## src/hw/rtl/prx_pkg.sv

```systemverilog
// shared constants, types and operation codes of the polynomial root unit
`default_nettype none

package prx_pkg;

	// field and datapath widths
	localparam int VAL_W          = 64;
	localparam int OPD_W          = 32;
	localparam int B_W            = OPD_W + 1;
	localparam int IDX_W          = 4;
	localparam int DEG_W          = 5;
	localparam int ROOT_SLOTS     = 16;
	localparam int MAX_DEGREE_DEF = 16;

	// digit-serial multiplier split
	localparam int DIG_W = 16;
	localparam int N_DIG = VAL_W / DIG_W;
	localparam int ACC_W = VAL_W + B_W;

	// saturation bounds
	localparam logic signed [VAL_W-1:0] VAL_MAX = {1'b0, {(VAL_W-1){1'b1}}};
	localparam logic signed [VAL_W-1:0] VAL_MIN = {1'b1, {(VAL_W-1){1'b0}}};

	// what the multiply unit does with the saturated product
	typedef enum logic [1:0] {
		MS_PASS,
		MS_SUB,
		MS_ADD
	} ms_op_t;

	// command broadcast from the sequencer to every coefficient cell
	typedef struct packed {
		logic clear;
		logic shift;
		logic start;
		logic scale;
	} cell_ctrl_t;

endpackage

`default_nettype wire

```

## src/hw/rtl/prx_mulsat.sv

```systemverilog
// digit-serial saturating 64x33 multiply with optional saturating add or subtract
`default_nettype none

module prx_mulsat (
	input  wire logic                                clk,
	input  wire logic                                arst_n,
	input  wire logic                                start,
	input  wire prx_pkg::ms_op_t                     op,
	input  wire logic signed [prx_pkg::VAL_W-1:0]    a,
	input  wire logic signed [prx_pkg::B_W-1:0]      b,
	input  wire logic signed [prx_pkg::VAL_W-1:0]    addend,
	output logic                                     done,
	output logic signed [prx_pkg::VAL_W-1:0]         result,
	output logic                                     ovf
);

	localparam int VW     = prx_pkg::VAL_W;
	localparam int BW     = prx_pkg::B_W;
	localparam int DW     = prx_pkg::DIG_W;
	localparam int AW     = prx_pkg::ACC_W;
	localparam int PPW    = DW + BW;
	localparam int DSEL_W = $clog2(prx_pkg::N_DIG);

	typedef enum logic [1:0] {
		S_IDLE,
		S_MUL,
		S_SAT,
		S_ACC
	} ms_state_t;

	ms_state_t               state_q;
	logic [DSEL_W-1:0]       dig_q;
	logic [VW-1:0]           ma_q;
	logic [BW-1:0]           mb_q;
	logic                    neg_q;
	prx_pkg::ms_op_t         op_q;
	logic [AW-1:0]           acc_q;
	logic signed [VW-1:0]    p_q;
	logic                    pov_q;

	logic [VW-1:0]           a_mag;
	logic [BW-1:0]           b_mag;
	logic [PPW-1:0]          pp;
	logic [AW-1:0]           pp_shift;
	logic [AW-1:0]           limit;
	logic                    over;
	logic [VW-1:0]           mag;
	logic signed [VW-1:0]    pv;
	logic signed [VW:0]      pe;
	logic signed [VW:0]      ae;
	logic signed [VW:0]      sum;
	logic                    sov;
	logic signed [VW-1:0]    sres;

	// operand magnitudes taken at start
	assign a_mag = a[VW-1] ? VW'(-a) : VW'(a);
	assign b_mag = b[BW-1] ? BW'(-b) : BW'(b);

	// one 16-bit digit of the magnitude per cycle
	assign pp       = ma_q[dig_q*DW +: DW] * mb_q;
	assign pp_shift = {{(AW-PPW){1'b0}}, pp} << (DW * dig_q);

	// saturate the signed product
	assign limit = neg_q ? (AW'(1) << (VW-1)) : ((AW'(1) << (VW-1)) - AW'(1));
	assign over  = acc_q > limit;
	assign mag   = acc_q[VW-1:0];
	assign pv    = over ? (neg_q ? prx_pkg::VAL_MIN : prx_pkg::VAL_MAX)
	                    : (neg_q ? VW'(-mag) : VW'(mag));

	// saturating add or subtract of the product
	assign pe = {p_q[VW-1], p_q};
	assign ae = {addend[VW-1], addend};
	always_comb begin
		case (op_q)
			prx_pkg::MS_SUB: sum = ae - pe;
			prx_pkg::MS_ADD: sum = ae + pe;
			default:         sum = pe;
		endcase
	end
	assign sov  = sum[VW] != sum[VW-1];
	assign sres = sov ? (sum[VW] ? prx_pkg::VAL_MIN : prx_pkg::VAL_MAX) : sum[VW-1:0];

	// sequencer and registered result
	always_ff @(posedge clk or negedge arst_n) begin
		if (!arst_n) begin
			state_q <= S_IDLE;
			done    <= 1'b0;
		end else begin
			done <= (state_q == S_ACC);
			case (state_q)
				S_IDLE: begin
					if (start) begin
						ma_q    <= a_mag;
						mb_q    <= b_mag;
						neg_q   <= a[VW-1] ^ b[BW-1];
						op_q    <= op;
						acc_q   <= '0;
						dig_q   <= '0;
						state_q <= S_MUL;
					end
				end
				S_MUL: begin
					acc_q <= acc_q + pp_shift;
					dig_q <= dig_q + DSEL_W'(1);
					if (dig_q == DSEL_W'(prx_pkg::N_DIG - 1)) begin
						state_q <= S_SAT;
					end
				end
				S_SAT: begin
					p_q     <= pv;
					pov_q   <= over;
					state_q <= S_ACC;
				end
				S_ACC: begin
					result  <= sres;
					ovf     <= pov_q | sov;
					state_q <= S_IDLE;
				end
				default: state_q <= S_IDLE;
			endcase
		end
	end

endmodule

`default_nettype wire

```

## config.mk

```make
export PLATFORM = sky130hd
export DESIGN_NAME = prx_mulsat
export DESIGN_NICKNAME = d
export VERILOG_FILES = /design/src/hw/rtl/prx_pkg.sv /design/src/hw/rtl/prx_mulsat.sv
export SDC_FILE = /design/constraint.sdc
export NUM_CORES = 2
export LEC_CHECK = 0
export BUFFER_PORTS_ARGS = -buffer_cell sky130_fd_sc_hd__buf_2
export CORE_MARGIN = 10
export CORE_UTILIZATION = 35
export DETAILED_ROUTE_END_ITERATION = 10
export PLACE_DENSITY_LB_ADDON = 0.05
export RECOVER_POWER = 25
export SLEW_MARGIN = 10
export SYNTH_ARGS = -nofsm -noshare
export SYNTH_HDL_FRONTEND = slang
export SYNTH_SLANG_ARGS = --single-unit
```

## constraint.sdc

```tcl
create_clock -name clk -period 21.3 [get_ports clk]
set_input_delay 6.39 -clock clk [delete_from_list [all_inputs] [get_ports clk]]
set_output_delay 6.39 -clock clk [all_outputs]
set_load 0.05 [all_outputs]
```

* Word level (Yosys, flattened, before mapping) *
Index checks and enable logic that the tools add are counted.

cells by class
  $lt $le $gt $ge = 1
  multiply operators = 1
  equal/unequal tests = 9
  bitwise logic cells = 2
  reduce and logical (&&, ||, !) cells = 7
  add/subtract/negate cells = 7
  shift-type cells = 2
  muxes and demuxes = 16

operator list
  kind                   number
  $mux W64               6
  $pmux W97 S2           1
  $pmux W65 S2           1
  $neg A64 Y64           2
  $add A97 B97 Y97       1
  $gt A97 B64 Y1         1
  $mux W97               1
  $shl A49 B6 Y97        1
  $add A64 B64 Y65       1
  $sub A64 B64 Y65       1
  $shiftx A64 B7 Y16     1
  $mux W63               1
  $mul A16 B33 Y49       1
  $neg A33 Y33           1
  $mux W32               1
  $eq A2 B2 Y1 const B   4
  $pmux W2 S4            1
  $mux W2                3
  $reduce_and A2 Y1      3
  $reduce_and A3 Y1      2
  $eq A2 B1 Y1 const B   2
  $ne A2 B2 Y1 const B   2
  $pmux W2 S2            1
  $add A2 B1 Y2 const B  1
  other kinds (5)        5

storage, ports and cells
  flip-flop bits (word level) = 332
  output and inout port bits = 66

* Depth between registers and ports, before layout *
  depth in word-level cells = 5
  depth in mapped cells = 42
  gate-level depth less buffers = 38

* Least setup slack after synthesis *
OpenSTA, ideal clock, no wires.

  kind = input port to flip-flop
  from = in start
  to = reg acc_q[0], enable pin
  setup time = 0.569 ns
  setup slack = 9.885 ns
  stages on the path = 2
  data arrival time = 10.846 ns
  path through = mux2i_1 > nor2b_1

on the way
  word-level cells in the longest chain between the ends = 2

RTL lines
  element                      RTL line           text
  from (decl)                  prx_mulsat.sv:7    input wire logic start,
  $ne A2 B2 Y1 (no line)       --
  $reduce_and A3 Y1 (no line)  --
  to (signal assigned)         prx_mulsat.sv:103  acc_q <= acc_q + pp_shift;
  to (decl)                    prx_mulsat.sv:37   logic [AW-1:0] acc_q;

No other way between the ends.
A chain may end at the register's enable or synchronous reset.

* Final worst setup path *
  from = reg dig_q[1]
  to = reg acc_q[95] (data pin)

on the way
  word-level cells in the longest chain between the ends = 5

RTL lines
  element                 RTL line           text
  from (decl)             prx_mulsat.sv:32   logic [DSEL_W-1:0] dig_q;
  from (signal assigned)  prx_mulsat.sv:104  dig_q <= dig_q + DSEL_W'(1);
  $shiftx A64 B7 Y16      prx_mulsat.sv:60   assign pp = ma_q[dig_q*DW +: DW] * mb_q;
  $mul A16 B33 Y49        prx_mulsat.sv:60
  $shl A49 B6 Y97 *       prx_mulsat.sv:61   assign pp_shift = {{(AW-PPW){1'b0}}, pp} << (DW * dig_q);
  $add A97 B97 Y97 *      prx_mulsat.sv:103
  $pmux W97 S2 *          prx_mulsat.sv:90   case (state_q)

Mark *: on every way between the ends. The rest lies on a longest branch, timed or not.

==> metrics <==
result of the run finished, violations left; violations in the final reports capacitance limit, slew limit; maximum fanout count along the critical path 33; top-count cell post-synth sky130_fd_sc_hd__nand2_1; Detailed Place HPWL approximately 130,000 um; layout cell share with drive strength beyond 1 under 10%; number of cells upsized or downsized after cts 0; Clock Skews a little under 0.04 ns; count of final setup violators 0; site row count 134; final routed DRC violation total 0; number of global-route vias before repair just under 40,000; number of DRC violations after detailed-routing iteration 0 just over 3,000; origin of the worst min-delay path pov_q; register bit total from synthesis between 300 and 400; input/output buffers 231; initial cell density of the core a little over a third; endpoint arrival time on the critical path between 10 and 15 ns; worst setup slack before clock tree synthesis approximately 8.8 ns; placed cells slightly above 7,000; dominant cell type by area after synthesis sky130_fd_sc_hd__edfxtp_1; share of the core filled with cells in the final layout between 30% and 40%; number of violations of the max-capacitance limit 7; CP max stage cell sky130_fd_sc_hd__mux4_2; clock network latency to the later pin of the worst-skew pair approximately 0.64 ns; Post-synth top cells sky130_fd_sc_hd__nand2_1 (633), sky130_fd_sc_hd__inv_1 (559), sky130_fd_sc_hd__fa_1 (434); final worst path period share between 50% and 60%; Chip Width slightly below 400 um; # clock sinks ~330; clock tree from TritonCTS done; pins over their slew limit between 300 and 400; Hold Crit Class reg2reg; RSZ-0062 raised after global routing no; Fillers about 14,000; vias after detailed routing roughly 40,000; stage delay of the slowest cell on the critical path 0.94 ns; Slew HR -109%; Cells after Synth around 5,500; Post-DRT Antenna Nets 0; core area between 100,000 and 150,000 sq um; netlist area before placement around 47,000 sq um; min cycle time layout between 10 and 15 ns; Syn. warnings 0; total grt overflow 0; post-CTS repair timing setup buffer count 0; Buf/Inv on CP 5; total number of H-tree levels 2; number of buffers created by CTS 46; sum of negative setup slack 0 ns; r2r worst-path depth 36; prevailing post-synth register cell sky130_fd_sc_hd__edfxtp_1; portion of the post-synthesis area used by sequential elements a little over a fifth; post-route non-filler standard cell count 7,302; Routed WL between 150,000 and 200,000 um; required time of the critical path roughly 22 ns; Max Freq 0.0792 GHz; clock tree root buffer cell sky130_fd_sc_hd__clkbuf_16; distinct cell type count of the synthesized netlist 82; WL per Instance between 20 and 25 um; Layout Area Growth over Synthesis 8.71%; worst setup slack for register-to-register paths between 8 and 9 ns; maximum number of pins on one net before global-route repair 92; final estimated routing congestion in global placement about 0.94; mean instance size in the synthesized netlist about 8.6 sq um; # hold bufs at CTS 0; critical path launch point type flop; Worst Slack Setup Final just under 9 ns; Worst R2R Start dig_q[1]; Final Hold Fails 0; top cells by area in the synthesized netlist sky130_fd_sc_hd__edfxtp_1 (21%), sky130_fd_sc_hd__fa_1 (19%), sky130_fd_sc_hd__ha_1 (9.5%), sky130_fd_sc_hd__nand2_1 (5.1%), sky130_fd_sc_hd__a21oi_1 (4.6%); EDFF count, synth about 330; net total in the final layout 6,454; Slew @ Worst Pin about 3.1 ns; number of buffers between clock root and the deepest sink 3; end point of the worst hold path ovf; fraction of registers with async set or reset after synthesis less than 1%; number of iterations in the first detailed-routing pass 6; delay-heaviest family, CP compound AO/OA/AOI/OAI gates; Synth Net Count ~6,400; overall die height around 390 um; total die area approximately 150,000 sq um; fraction of post-synthesis cell area in the top cell type by area a little over a fifth; first-pass GRT wire length between 200,000 and 300,000 um; I/O pins about 230; via density per instance about 5.5; critical path start-end classification reg2reg; number of cells on the worst hold path 1; number of antenna violations at the first check in global routing 6; clock-pin slew on the worst setup and hold paths roughly 0.060 ns; total global-route track usage between 20% and 30%; kind of capture point of the worst setup path flop; antenna diode count 0; capturing point of the worst reg2reg path acc_q[95]
==> metal layers <==
metal  wire (um)  vias to the layer above  GRT usage (%)
li1            -                    18864              -
met1       79500                    19825           32.3
met2       73400                     1037           33.5
met3        8600                      139           2.55
met4        3430                        2           4.44
met5          13                        -              0
==> worst max path at each step <==
| stage | start | endpoint | slack, ns | cells past startpoint |
|---|---|---|---|---|
| after floorplan | start | acc_q[0] | 9.89 | 2 |
| after CTS | dig_q[1] | acc_q[95] | 8.78 | 36 |
| after global routing | dig_q[1] | acc_q[95] | 7.99 | 32 |
| final | dig_q[1] | acc_q[95] | 8.67 | 36 |
| after detailed placement | dig_q[1] | acc_q[95] | 8.84 | 32 |
| after global placement | dig_q[1] | acc_q[95] | 8.99 | 37 |
==> sequential cells by signal (all words and copies together), names as in the netlist, 2 cells and up <==
register / cells
ma_q: 64
state_q: 2
p_q: 64
result: 64
dig_q: 2
acc_q: 97
op_q: 2
mb_q: 33
==> cells in the final DEF (no fill, tap or decap), types with 27 or more instances in the layout <==
master and instances:
sky130_fd_sc_hd__ha_1 354, sky130_fd_sc_hd__o21a_1 44, sky130_fd_sc_hd__or3_1 35, sky130_fd_sc_hd__nor3_1 100, sky130_fd_sc_hd__o31ai_1 43, sky130_fd_sc_hd__xnor2_1 196, sky130_fd_sc_hd__nor2b_1 86, sky130_fd_sc_hd__a21o_1 135
sky130_fd_sc_hd__clkbuf_16 47, sky130_fd_sc_hd__buf_4 41, sky130_fd_sc_hd__fa_1 434, sky130_fd_sc_hd__o21bai_1 52, sky130_fd_sc_hd__inv_1 557, sky130_fd_sc_hd__xor2_1 147, sky130_fd_sc_hd__nor2_1 364, sky130_fd_sc_hd__or4_1 33
sky130_fd_sc_hd__a21oi_1 429, sky130_fd_sc_hd__mux2i_1 27, sky130_fd_sc_hd__o311ai_0 28, sky130_fd_sc_hd__buf_2 224, sky130_fd_sc_hd__nand2b_1 36, sky130_fd_sc_hd__nand3_1 51, sky130_fd_sc_hd__nand2_1 632, sky130_fd_sc_hd__nor4_1 33
sky130_fd_sc_hd__nand4_1 99, sky130_fd_sc_hd__and2_1 243, sky130_fd_sc_hd__a31oi_1 38, sky130_fd_sc_hd__o21ai_0 273, sky130_fd_sc_hd__edfxtp_1 329, sky130_fd_sc_hd__and3_1 34
==> through the flow <==
step	hold WS, ns	area, sq um
6_report	0.512	51000
5_1_grt	0.551	51000
4_1_cts	0.517	51100
3_5_place_dp	0.510	49600
3_3_place_gp	0.496	49600
2_1_floorplan	0.487	47000
==> layout make-up <==
cell class	count	area, sq um	share of cell area (%)
clock buffers	56	1210	2.37
clock inverters	27	293	0.574
inverters	560	2100	4.12
multi-input cells	4280	33800	66.2
flip-flops and latches	332	9950	19.5
well taps	1768	2210	4.33
repair buffers	279	1480	2.90
==> logic make-up (layout without fill, tap and decap cells) <==
group	after synthesis	in the layout	share of synthesized area (%)
AO/OA/AOI/OAI	1258	1258	16.8
XOR/XNOR	344	344	6.42
buffers and inverters	861	922	6.89
AND/OR/NAND/NOR	1829	1829	19.0
multiplexers	51	51	1.54
adder cells (fa/ha/maj)	798	798	28.2
flip-flops	332	332	21.2
Power is not shown: default switching activity piles up to over one toggle a cycle in this logic, so the estimate is an artifact.
